[src/hdl/ktsq_pkg.sv]
// ktsq_pkg: shared types and operation codes for the keyed timer schedule queue.
// No dependencies.
package ktsq_pkg;

  localparam logic [1:0] OP_ADD    = 2'd0;
  localparam logic [1:0] OP_POP    = 2'd1;
  localparam logic [1:0] OP_EXISTS = 2'd2;
  localparam logic [1:0] OP_DROP   = 2'd3;

  typedef struct packed {
    logic [1:0]  kind;
    logic [63:0] due_time;
    logic [63:0] now_time;
    logic [47:0] station_addr;
    logic [7:0]  event_type;
    logic [31:0] payload;
  } req_t;

  typedef struct packed {
    logic        ok;
    logic [47:0] out_addr;
    logic [7:0]  out_type;
    logic [31:0] out_payload;
  } rsp_t;

  // one table entry as stored in memory
  typedef struct packed {
    logic [63:0] due;
    logic [47:0] addr;
    logic [7:0]  etype;
    logic [31:0] pay;
  } entry_t;

  // controller -> datapath commands
  typedef struct packed {
    logic load_req;   // capture request
    logic rd_en;      // issue memory read at rd_addr
    logic wr_en;      // write memory at wr_addr
    logic wr_new;     // write data is the new entry, else the last read entry
    logic cnt_inc;
    logic cnt_dec;
    logic set_rsp;    // latch response
    logic rsp_ok;
    logic rsp_data;   // response carries the last read entry
  } cmd_t;

  // datapath -> controller status
  typedef struct packed {
    logic key_hit;    // last read entry matches request key
    logic due_le;     // last read entry due <= request due
    logic now_ok;     // last read entry due <= request now
  } sts_t;

endpackage

[src/hdl/ktsq_ctrl.sv]
// ktsq_ctrl: sequencer that scans and shifts the table one slot per step.
// Depends on ktsq_pkg.
module ktsq_ctrl import ktsq_pkg::*; #(
  parameter int unsigned TABLE_DEPTH = 64,
  localparam int unsigned AW = $clog2(TABLE_DEPTH),
  localparam int unsigned CW = $clog2(TABLE_DEPTH + 1)
) (
  input  logic          clk_i,
  input  logic          rst_ni,
  input  logic          in_valid_i,
  output logic          in_ready_o,
  output logic          out_valid_o,
  input  logic          out_ready_i,
  input  req_t          req_i,
  input  sts_t          sts_i,
  input  logic [CW-1:0] count_i,
  output cmd_t          cmd_o,
  output logic [AW-1:0] rd_addr_o,
  output logic [AW-1:0] wr_addr_o
);

  localparam logic [3:0] S_IDLE  = 4'd0;
  localparam logic [3:0] S_FRD   = 4'd1;  // find: read issued
  localparam logic [3:0] S_FCHK  = 4'd2;  // find: compare
  localparam logic [3:0] S_RMRD  = 4'd3;  // remove: read i+1
  localparam logic [3:0] S_RMWR  = 4'd4;  // remove: write i
  localparam logic [3:0] S_PRD   = 4'd5;  // add: position scan read
  localparam logic [3:0] S_PCHK  = 4'd6;
  localparam logic [3:0] S_ISRD  = 4'd7;  // add: read i-1
  localparam logic [3:0] S_ISWR  = 4'd8;  // add: write i
  localparam logic [3:0] S_POPRD = 4'd9;
  localparam logic [3:0] S_POPCK = 4'd10;
  localparam logic [3:0] S_DONE  = 4'd11;

  logic [3:0]    state_q, state_d;
  logic [CW-1:0] idx_q, idx_d;
  logic [CW-1:0] pos_q, pos_d;
  logic          busy_q, busy_d;   // output register holds an unsent result
  logic [1:0]    kind;
  logic [CW-1:0] idx_p1;
  logic          rsp_go;

  assign kind   = req_i.kind;
  assign idx_p1 = idx_q + CW'(1);

  always_comb begin
    state_d  = state_q;
    idx_d    = idx_q;
    pos_d    = pos_q;
    cmd_o    = '0;
    rd_addr_o = idx_q[AW-1:0];
    wr_addr_o = idx_q[AW-1:0];
    rsp_go   = 1'b0;
    unique case (state_q)
      S_IDLE: begin
        if (in_valid_i && !busy_q) begin
          cmd_o.load_req = 1'b1;
          state_d = S_FRD;
          idx_d   = '0;
        end
      end
      S_FRD: begin
        if (kind == OP_POP) begin
          state_d = S_POPRD;
        end else if (idx_q >= count_i) begin
          // key absent
          if (kind == OP_ADD) begin
            idx_d = '0;
            state_d = S_PRD;
          end else begin
            rsp_go = 1'b1;
            state_d = S_DONE;
          end
        end else begin
          cmd_o.rd_en = 1'b1;
          state_d = S_FCHK;
        end
      end
      S_FCHK: begin
        if (sts_i.key_hit) begin
          if (kind == OP_EXISTS) begin
            cmd_o.set_rsp = 1'b1;
            cmd_o.rsp_ok  = 1'b1;
            state_d = S_DONE;
          end else begin
            state_d = S_RMRD;
          end
        end else begin
          idx_d = idx_p1;
          state_d = S_FRD;
        end
      end
      S_RMRD: begin
        if (idx_p1 >= count_i) begin
          cmd_o.cnt_dec = 1'b1;
          if (kind == OP_ADD) begin
            idx_d = '0;
            state_d = S_PRD;
          end else if (kind == OP_POP || kind == OP_DROP) begin
            if (kind == OP_DROP) begin
              cmd_o.set_rsp = 1'b1;
              cmd_o.rsp_ok  = 1'b1;
            end
            state_d = S_DONE;
          end
        end else begin
          cmd_o.rd_en = 1'b1;
          rd_addr_o = idx_p1[AW-1:0];
          state_d = S_RMWR;
        end
      end
      S_RMWR: begin
        cmd_o.wr_en = 1'b1;
        idx_d = idx_p1;
        state_d = S_RMRD;
      end
      S_PRD: begin
        if (count_i >= CW'(TABLE_DEPTH)) begin
          cmd_o.set_rsp = 1'b1;
          state_d = S_DONE;
        end else if (idx_q >= count_i) begin
          pos_d = idx_q;
          idx_d = count_i;
          state_d = S_ISRD;
        end else begin
          cmd_o.rd_en = 1'b1;
          state_d = S_PCHK;
        end
      end
      S_PCHK: begin
        if (sts_i.due_le) begin
          idx_d = idx_p1;
          state_d = S_PRD;
        end else begin
          pos_d = idx_q;
          idx_d = count_i;
          state_d = S_ISRD;
        end
      end
      S_ISRD: begin
        if (idx_q == pos_q) begin
          cmd_o.wr_en  = 1'b1;
          cmd_o.wr_new = 1'b1;
          cmd_o.cnt_inc = 1'b1;
          cmd_o.set_rsp = 1'b1;
          cmd_o.rsp_ok  = 1'b1;
          state_d = S_DONE;
        end else begin
          cmd_o.rd_en = 1'b1;
          rd_addr_o = AW'(idx_q - CW'(1));
          state_d = S_ISWR;
        end
      end
      S_ISWR: begin
        cmd_o.wr_en = 1'b1;
        idx_d = idx_q - CW'(1);
        state_d = S_ISRD;
      end
      S_POPRD: begin
        if (count_i == '0) begin
          rsp_go = 1'b1;
          state_d = S_DONE;
        end else begin
          cmd_o.rd_en = 1'b1;
          rd_addr_o = '0;
          state_d = S_POPCK;
        end
      end
      S_POPCK: begin
        if (sts_i.now_ok) begin
          cmd_o.set_rsp  = 1'b1;
          cmd_o.rsp_ok   = 1'b1;
          cmd_o.rsp_data = 1'b1;
          idx_d = '0;
          state_d = S_RMRD;
        end else begin
          rsp_go = 1'b1;
          state_d = S_DONE;
        end
      end
      S_DONE: begin
        state_d = S_IDLE;
      end
      default: state_d = S_IDLE;
    endcase
    if (rsp_go) begin
      cmd_o.set_rsp = 1'b1;  // failure result, all fields zero
    end
  end

  // result is posted when the sequence reaches S_DONE
  always_comb begin
    busy_d = busy_q;
    if (state_q == S_DONE) begin
      busy_d = 1'b1;
    end else if (busy_q && out_ready_i) begin
      busy_d = 1'b0;
    end
  end

  always_ff @(posedge clk_i or negedge rst_ni) begin
    if (!rst_ni) begin
      state_q <= S_IDLE;
      idx_q   <= '0;
      pos_q   <= '0;
      busy_q  <= 1'b0;
    end else begin
      state_q <= state_d;
      idx_q   <= idx_d;
      pos_q   <= pos_d;
      busy_q  <= busy_d;
    end
  end

  assign in_ready_o  = (state_q == S_IDLE) && !busy_q;
  assign out_valid_o = busy_q;

  a_done_posts: assert property (@(posedge clk_i) disable iff (!rst_ni)
    state_q == S_DONE |=> busy_q) else $error("result not posted");
  a_no_accept_busy: assert property (@(posedge clk_i) disable iff (!rst_ni)
    busy_q |-> !in_ready_o) else $error("accept while result pending");
  a_count_range: assert property (@(posedge clk_i) disable iff (!rst_ni)
    count_i <= CW'(TABLE_DEPTH)) else $error("count overflow");
  a_idx_range: assert property (@(posedge clk_i) disable iff (!rst_ni)
    idx_q <= CW'(TABLE_DEPTH)) else $error("index out of range");

endmodule

[config.mk]
export PLATFORM = sky130hd
export DESIGN_NAME = ktsq_ctrl
export DESIGN_NICKNAME = d
export VERILOG_FILES = /design/src/hdl/ktsq_pkg.sv /design/src/hdl/ktsq_ctrl.sv
export SDC_FILE = /design/constraint.sdc
export NUM_CORES = 1
export LEC_CHECK = 0
export ABC_AREA = 1
export ABC_CLOCK_PERIOD_IN_PS = 5500
export BUFFER_PORTS_ARGS = -buffer_cell sky130_fd_sc_hd__buf_2
export CAP_MARGIN = 20
export CORE_AREA = 2 2 100 102
export CTS_BUF_LIST = sky130_fd_sc_hd__clkbuf_4 sky130_fd_sc_hd__clkbuf_8
export DETAILED_ROUTE_END_ITERATION = 8
export DIE_AREA = 0 0 102 104
export GPL_TIMING_DRIVEN = 0
export PLACE_DENSITY = 0.66
export SLEW_MARGIN = 20
export SYNTH_ARGS = -nofsm -noshare
export SYNTH_HDL_FRONTEND = slang
export SYNTH_SLANG_ARGS = --single-unit
[constraint.sdc]
create_clock -name clk_i -period 5.5 [get_ports clk_i]
set_input_delay 1.1 -clock clk_i [delete_from_list [all_inputs] [get_ports clk_i]]
set_output_delay 1.1 -clock clk_i [all_outputs]
set_load 0.005 [all_outputs]
**Word-level counts from Yosys, hierarchy flattened**

Index checks and enable logic that the tools add are counted.

- Output and inout bits: 23
- Logic and storage cells: 118
- Bits of input ports: 232
- Bits in registers: 19

- Add/subtract/negate cells: 2
- Equal/unequal tests: 25
- Order comparisons: 3
- Reductions and logical operators: 15
- Mux-type cells: 69

Operators with widths:

| kind | count |
|---|---|
| 7-bit two-way mux | 13 |
| 7-bit case mux with 9 select lines | 1 |
| 4-bit two-way mux | 11 |
| 4-bit case mux with 11 select lines | 1 |
| 1-bit two-way mux | 21 |
| 2-bit two-way mux | 9 |
| 6-bit two-way mux | 3 |
| 2-bit inequality test (second input constant) | 9 |
| 6-bit case mux with 3 select lines | 1 |
| 4-bit by 3-bit equality test with 1-bit output (second input constant) | 4 |
| 4-bit equality test (second input constant) | 4 |
| 7-bit >= comparator | 2 |
| 7-bit case mux with 2 select lines | 1 |
| 1-bit case mux with 5 select lines | 2 |
| 3-bit two-way mux | 3 |
| 9-bit AND reduction | 1 |
| 9-bit nonzero test | 1 |
| 4-bit by 2-bit equality test with 1-bit output (second input constant) | 2 |
| 7-bit by 1-bit adder with 7-bit output (second input constant) | 1 |
| 7-bit equality test | 1 |
| 7-bit >= comparator (second input constant) | 1 |
| 7-bit zero test | 1 |
| 7-bit by 1-bit subtractor with 7-bit output (second input constant) | 1 |
| 2-bit equality test (second input constant) | 2 |
| other kinds (15) | 18 |

**Depth between registers and ports, before layout**

Gate-level depths: netlist of the first run.

- Word-level depth: 7
- Mapped depth: 18
- Gate-level depth less buffers: 17

**Worst setup path before layout of the first run**

OpenSTA, ideal clock, no wires.

- Path type: in2out
- From: input port count_i[6]
- To: output port rd_addr_o[5]
- Path buffers: 0
- Arrival: 2.306 ns
- Data required time: 4.400 ns
- Slack: 2.094 ns
- Stages on the path: 10
- Cells stage by stage: inv_1 > ha_1 > nand2_1 > inv_1 > a21oi_1 > nand2_1 > nand2_1 > nand4_2 > nand2_1 > nand2_1

- Cells in the longest elaborated chain, start to end: 3
- Elaborated cells between the ends (all ways): 5
- Those cells by class: order compare (1); mux (3); reduce/logical (1)

RTL lines:

| what | RTL line | RTL |
|---|---|---|
| from (decl) | ktsq_ctrl.sv:16 | `input logic [CW-1:0] count_i,` |
| 7-bit >= comparator / 7-bit zero test (equally long branches) | ktsq_ctrl.sv:94, ktsq_ctrl.sv:160 |  |
| 6-bit two-way mux (on tied branches) | ktsq_ctrl.sv:94, ktsq_ctrl.sv:160 |  |
| 6-bit case mux with 3 select lines (*) | ktsq_ctrl.sv:54 | `unique case (state_q)` |
| to (decl) | ktsq_ctrl.sv:18 | `output logic [AW-1:0] rd_addr_o,` |

Mark *: on every way between the ends. The rest lies on a longest branch, timed or not.

**Worst setup path after layout of the first run**

- From: register idx_q[0]
- To: output port rd_addr_o[3]

- Cells in the longest elaborated chain, start to end: 4
- Elaborated cells between the ends (all ways): 7
- Those cells by class: add/sub (2); order compare (1); eq/ne (1); mux (3)

RTL lines:

| what | RTL line | RTL |
|---|---|---|
| from (decl) | ktsq_ctrl.sv:36 | `logic [CW-1:0] idx_q, idx_d;` |
| from (signal assigned) | ktsq_ctrl.sv:209 | `idx_q <= idx_d;` |
| 7-bit by 1-bit adder with 7-bit output | ktsq_ctrl.sv:44 | `assign idx_p1 = idx_q + CW'(1);` |
| 7-bit >= comparator | ktsq_ctrl.sv:94 | `if (idx_p1 >= count_i) begin` |
| 6-bit two-way mux | ktsq_ctrl.sv:94 |  |
| 6-bit case mux with 3 select lines (*) | ktsq_ctrl.sv:54 |  |

Marked as above.

==> impl_metrics.env, run 1 <==
export IMPL_maxSlewHeadroom=0.685
export IMPL_cts_resized=0
export IMPL_synth_ff_type="dfrtp_1"
export IMPL_leakagePower_uw=0.00157
export IMPL_critical_path_arrival_ns=3.23
export IMPL_async_flop_share=1.00
export IMPL_synth_edf_count=0
export IMPL_irDropWorstVdd_v=0.000190
export IMPL_vias=2371
export IMPL_insertion_delay_ns=0.26
export IMPL_fp_row_count=36
export IMPL_syn_nets=614
export IMPL_synth_common_cells="135 x nand2_1, 56 x inv_1, 37 x nor2_1"
export IMPL_die_h_um=104
export IMPL_cts_max_level=1
export IMPL_critPathRequiredTime_ns=4.40
export IMPL_outcome="completed"
export IMPL_antennaDiodeCount=0
export IMPL_vias_per_cell=4.38
export IMPL_drv_cap=0
export IMPL_root_buffer="clkbuf_8"
export IMPL_synth_top_family_by_area="simple AND/OR/NAND/NOR gates"
export IMPL_ys_warn_count=0
export IMPL_clkTransAtPathRegs_ns=0.08
export IMPL_die_x_um=102
export IMPL_tritoncts="built"
export IMPL_holdWs_ns=0.549
export IMPL_dp_hpwl_um=5380
export IMPL_dpl_cell_area_um2=2560
export IMPL_wire_per_inst_um=12.0
export IMPL_clock_fmax_mhz=231
export IMPL_synth_cell_type_count=31
export IMPL_dieArea_um2=10600
export IMPL_ys_seq_area_frac=0.215
export IMPL_synth_adder_area_share=0.0907
export IMPL_cts_buffers=3
export IMPL_finClkSkew_ns=0.00872
export IMPL_drt_total_wl_um=6510
export IMPL_start_util=0.231
export IMPL_muxShareOfSynthArea=0
export IMPL_first_pass_iters=5
export IMPL_grt_pass1_vias=2184
export IMPL_antenna_found_initial=0
export IMPL_gp_congestion=0.911
export IMPL_grt_first_pass_wirelength_um=10800
export IMPL_synthSimpleGateAreaFrac=0.427
export IMPL_fin_tns_setup_ns=0
export IMPL_rsz0062_at_grt="false"
export IMPL_finalCritPeriodShare=0.788
export IMPL_io_buffers=38
export IMPL_drive_gt1_frac=0.186
export IMPL_path_class="register to output port"
export IMPL_r2r_setup_slack_ns=2.64
export IMPL_syn_inst=366
export IMPL_netlist_area_um2=2210
export IMPL_yosysTopAreaCellShare=0.230
export IMPL_cts_hold_buffers=0
export IMPL_nets=657
export IMPL_worst_slew_pin_slew_ns=0.472
export IMPL_drt_first_iter_violations=148
export IMPL_synth_seq_cells=19
export IMPL_synth_top_area_cell="nand2_1"
export IMPL_maxSlewViolCount=0
export IMPL_boundaryPins=255
export IMPL_avgSynthCellArea_um2=6.03
export IMPL_synthXorXnorAreaFrac=0.0397
export IMPL_grt_use_total=0.125
export IMPL_finalWorstSetupSlack_ns=1.17
export IMPL_gr_total_overflow=0
export IMPL_p_per_area_nw_per_um2=499
export IMPL_hp_class="register to register"
export IMPL_synth_compound_area_frac=0.0890
export IMPL_post_cts_buffers=0
export IMPL_ant_nets=0
export IMPL_design_area_um2=2610
export IMPL_drc=0
export IMPL_crit_fanout=10
export IMPL_synth_most_common_cell="nand2_1"
export IMPL_setup_violations=0
export IMPL_pre_cts_slack_ns=1.45
export IMPL_period_needed_ns=4.33
export IMPL_start_kind="register"
export IMPL_core_area_um2=9550
export IMPL_clock_path_buffers=2
export IMPL_crit_path_end_kind="output port"
export IMPL_grt_max_degree=20
export IMPL_synthToLayoutAreaGrowth_pct=18.4
export IMPL_clock_sinks=19
export IMPL_n_fill_cell=1092
export IMPL_ys_top_cells_by_area="nand2_1 23%, dfrtp_1 22%, inv_1 9.5%, ha_1 9.1%, nor2_1 6.3%"
export IMPL_final_core_util=0.274
export IMPL_hold_violations=0
==> per-layer routing <==
metal,routed length (um),vias up,global-route usage
met2,2830,78,0.190
met3,514,2,0.0316
met5,0,-,0
met4,14,0,0.00952
li1,-,1216,-
met1,3150,1075,0.184
==> worst paths after layout <==
| check | from | end | depth (start not counted) |
|---|---|---|---|
| min reg2reg | pos_q[5] | pos_q[5] | 2 |
| min in group asynchronous | rst_ni | idx_q[4] | 1 |
| max in group asynchronous | rst_ni | idx_q[5] | 1 |
| max reg2reg | idx_q[0] | state_q[3] | 15 |
| max | idx_q[0] | rd_addr_o[3] | 14 |
| min | pos_q[5] | pos_q[5] | 2 |
==> cell usage in the layout (no fill, tap or decap), drive strengths merged, types with 6 or more instances in the layout <==
cell type / n
nand2: 139
inv: 61
buf: 49
nor2: 43
nand3: 23
dfrtp: 19
ha: 16
o21ai: 12
a21oi: 11
nand4: 7
xor2: 6
==> layout make-up <==
| type | instances | area, um2 | share of cell area |
|---|---|---|---|
| multi-input cells | 275 | 1430 | 0.546 |
| flip-flops and latches | 19 | 475 | 0.182 |
| well taps | 133 | 166 | 0.0637 |
| clock buffers | 4 | 48.8 | 0.0187 |
| repair buffers | 38 | 190 | 0.0728 |
| plain buffers | 11 | 75.1 | 0.0287 |
| inverters | 61 | 229 | 0.0876 |
==> power by group <==
group	internal, uW	switching [uW]
registers	201	71.9
clock network	56.5	49.2
logic	342	583
total	599	704
==> per-stage QoR <==
step / instances / power, uW
after floorplan: 366 / 923
after global placement: 537 / 1170
after detailed placement: 537 / 1190
after CTS: 541 / 1300
after global routing: 541 / 1450
final: 541 / 1300
==> cells by family after synthesis <==
family | Yosys count
flops | 19
buf+inv | 72
fa+ha+maj | 16
simple gates | 216
compound gates | 33
xor+xnor | 10
==> worst max-delay path: stages (launching register included) <==
cell     delay [ns]
dfrtp_1        0.56
ha_1           0.29
nand4_1        0.15
nor2_1         0.14
xor2_1         0.23
ha_1           0.29
nand2_1        0.09
inv_1          0.04
a21oi_1        0.30
nand2_1        0.13
nand2_1        0.18
nand4_2        0.26
nand2_1        0.12
nand2_1        0.07
buf_2          0.13
==> state kept, by name (all words and copies together), names as in the netlist <==
register     flops
out_valid_o      1
state_q          4
pos_q            7
idx_q            7
(Power assumes the default switching activity.)
==> run 2, diff against run 1 <==
==> config.mk (replaced) <==
export PLATFORM = sky130hd
export DESIGN_NAME = ktsq_ctrl
export DESIGN_NICKNAME = d
export VERILOG_FILES = /design/src/hdl/ktsq_pkg.sv /design/src/hdl/ktsq_ctrl.sv
export SDC_FILE = /design/constraint.sdc
export NUM_CORES = 1
export LEC_CHECK = 0
export ABC_AREA = 0
export ABC_CLOCK_PERIOD_IN_PS = 3500
export BUFFER_PORTS_ARGS = -buffer_cell sky130_fd_sc_hd__buf_2
export CAP_MARGIN = 20
export CORE_AREA = 2 2 99 101
export CTS_BUF_LIST = sky130_fd_sc_hd__clkbuf_4 sky130_fd_sc_hd__clkbuf_8
export DETAILED_ROUTE_END_ITERATION = 8
export DIE_AREA = 0 0 101 103
export GPL_TIMING_DRIVEN = 0
export PLACE_DENSITY = 0.71
export SLEW_MARGIN = 20
export SYNTH_ARGS = -nofsm -noshare
export SYNTH_HDL_FRONTEND = slang
export SYNTH_SLANG_ARGS = --single-unit
==> constraint.sdc (replaced) <==
create_clock -name clk_i -period 3.5 [get_ports clk_i]
set_input_delay 0.7 -clock clk_i [delete_from_list [all_inputs] [get_ports clk_i]]
set_output_delay 0.7 -clock clk_i [all_outputs]
set_load 0.005 [all_outputs]
==> impl_metrics.env, run 2 <==
export IMPL_critical_path_arrival_ns=2.71
export IMPL_path_class="input pin to output port"
export IMPL_antenna_found_initial=0
export IMPL_startpoint="count_i[4]"
export IMPL_avgSynthCellArea_um2=8.43
export IMPL_nets=590
export IMPL_hp_class="input pin to asynchronous set/reset pin"
export IMPL_boundaryPins=255
export IMPL_synth_cell_type_count=68
export IMPL_gp_congestion=0.933
export IMPL_power_total_uw=2650
export IMPL_start_util=0.246
export IMPL_io_buffers=37
export IMPL_clock_power_share=0.063
export IMPL_fp_row_count=36
export IMPL_synth_seq_cells=19
export IMPL_p_per_area_nw_per_um2=862
export IMPL_drt_total_wl_um=7670
export IMPL_start_kind="input pin"
export IMPL_synth_common_cells="22 x nor2_1, 19 x dfrtp_1, 17 x a21oi_1, 17 x inv_1, 16 x ha_1"
export IMPL_ys_warn_count=0
export IMPL_drt_first_iter_violations=280
export IMPL_layout_cells_non_filler=455
export IMPL_r2r_setup_slack_ns=0.56
export IMPL_core_area_um2=9460
export IMPL_reg_largest_list="idx_q x7, pos_q x7, state_q x4"
export IMPL_period_needed_ns=3.41
export IMPL_root_buffer="clkbuf_8"
export IMPL_critPathRequiredTime_ns=2.80
export IMPL_vias=2474
export IMPL_p_sw_uw=1300
export IMPL_p_int_uw=1350
export IMPL_syn_nets=524
export IMPL_maxSlewViolCount=0
export IMPL_cts_hold_buffers=0
export IMPL_pwr_share_comb=0.780
export IMPL_synth_most_common_cell="nor2_1"
export IMPL_ys_top_cells_by_area="dfrtp_1 20%, ha_1 8.6%, a21oi_1 3.7%, nor2_1 3.5%, xor2_1 3.4%"
export IMPL_tritoncts="built"
export IMPL_grt_max_degree=20
export IMPL_async_flop_share=1.00
export IMPL_placed_cells=427
export IMPL_first_pass_iters=5
export IMPL_worst_slew_pin_slew_ns=0.832
export IMPL_synthToLayoutAreaGrowth_pct=31.9
export IMPL_antennaDiodeCount=0
export IMPL_finClkSkew_ns=0.00749
export IMPL_clock_sinks=19
export IMPL_grt_busiest_layer="met2"
export IMPL_multi_input_area_um2=1800
export IMPL_vias_per_cell=5.44
export IMPL_clkTransAtPathRegs_ns=0.09
export IMPL_met1_usage=0.190
export IMPL_ys_seq_area_frac=0.204
export IMPL_netlist_area_um2=2330
export IMPL_cts_max_level=1
export IMPL_dieArea_um2=10400
export IMPL_grt_use_total=0.142
export IMPL_use_met3=0.0156
export IMPL_setup_violations=0
export IMPL_wire_per_inst_um=16.9
export IMPL_hold_violations=0
export IMPL_cts_buffers=3
export IMPL_clock_path_buffers=2
export IMPL_regArea_um2=480
export IMPL_drive_gt1_frac=0.411
export IMPL_grt_first_pass_wirelength_um=11800
export IMPL_maxSlewHeadroom=0.445
export IMPL_dp_hpwl_um=5840
export IMPL_outcome="completed"
export IMPL_r2r_start="idx_q[1]"
export IMPL_leakagePower_uw=0.00145
export IMPL_crit_path_end_kind="output port"
export IMPL_clock_fmax_mhz=293
export IMPL_grtUsageMet2=0.234
export IMPL_synth_top_area_cell="dfrtp_1"
export IMPL_gr_total_overflow=0
export IMPL_crit_fanout=6
export IMPL_insertion_delay_ns=0.27
export IMPL_synth_ff_type="dfrtp_1"
export IMPL_mostFrequentLayoutCells="42 x buf_2, 34 x buf_4, 22 x nor2_1"
export IMPL_n_fill_cell=983
export IMPL_drc=0
export IMPL_sequentialPowerShare=0.157
export IMPL_final_common_cell="buf_2"
export IMPL_drv_cap=0
export IMPL_die_h_um=103
export IMPL_yosysTopAreaCellShare=0.204
export IMPL_syn_inst=276
export IMPL_ant_nets=0
export IMPL_irDropWorstVdd_v=0.000235
export IMPL_die_x_um=101
export IMPL_finalCritPeriodShare=0.975
export IMPL_sw_frac_of_total=0.491
export IMPL_grt_pass1_vias=2270
export IMPL_synth_edf_count=0
==> run 2: cell count changes in the layout (fill, tap and decap cells not counted), moves of 5 or more <==
| cell | change |
|---|---|
| nand2_1 | -121 |
| inv_1 | -42 |
| buf_4 | +26 |
| nor2_1 | -15 |
| nand3_1 | -13 |
| nor3_1 | +9 |
| a221oi_1 | +7 |
| nor2b_1 | +7 |
| buf_6 | +6 |
| a221o_1 | +5 |
| mux2_2 | +5 |
==> run 2: metal layers <==
layer	part of all wire	vias up	routed length, um
met4	0.027	0	210
met2	0.48	116	3720
met3	0.056	18	428
li1	-	1159	-
met1	0.43	1181	3320
met5	0	-	0
==> run 2: worst max-delay path, stage by stage <==
cell,delay [ns]
buf_2,0.11
inv_1,0.08
ha_1,0.33
a21o_1,0.19
a211o_1,0.29
a41oi_2,0.25
nor2_1,0.18
o41ai_1,0.30
a21o_1,0.16
buf_2,0.12
==> run 2: what timing repair did <==
| action | 4_1_cts | 5_1_grt |
|---|---|---|
| endpoints found under the setup margin | 10 | 9 |
| buffers inserted | 7 | 18 |
| gates resized for setup | 19 | 22 |
| pin swaps | 4 | 15 |
==> run 2: final cells by class <==
cell class | count | area share
plain buffers | 21 | 0.0522
clock buffers | 3 | 0.0134
clock inverters | 1 | 0.00163
inverters | 17 | 0.0220
multi-input cells | 218 | 0.585
flip-flops and latches | 19 | 0.156
well taps | 114 | 0.0465
repair buffers | 62 | 0.123
==> run 2: power by group through the flow <==
stage,sequential (uW),combinational [uW],clock [uW]
after floorplan,390,1250,0
after global placement,420,1650,0
after detailed placement,424,1670,0
after CTS,408,1840,175
after global routing,431,2230,181
final,415,2060,167
==> run 2: kinds of logic after synthesis <==
logic type	synth area share
AO/OA/AOI/OAI	0.280
XOR/XNOR	0.0489
adder cells (fa/ha/maj)	0.0860
buffers and inverters	0.0882
flip-flops	0.204
multiplexers	0.0661
AND/OR/NAND/NOR	0.226
==> run 2: final timing paths <==
kind,endpoint,cells after the start
max in group asynchronous,idx_q[1],1
worst min-delay path,idx_q[6],1
worst max-delay path,cmd_o[7],10
min in group clk_i,pos_q[0],1
worst max register to register,idx_q[5],12
worst min register to register,pos_q[0],1
==> run 2: metrics by stage <==
stage	util	cell area, um2	setup TNS, ns	hold WS, ns	worst slack (ns)
2_1_floorplan	-	2330	0	0.404	0.355
3_3_place_gp	0.281	2660	-1.75	0.495	-0.291
3_5_place_dp	0.281	2660	-2.20	0.510	-0.343
4_1_cts	0.301	2840	0	0.399	0.0107
5_1_grt	0.325	3070	-0.0532	0.418	-0.0360
6_report	0.325	3070	0	0.387	0.0875
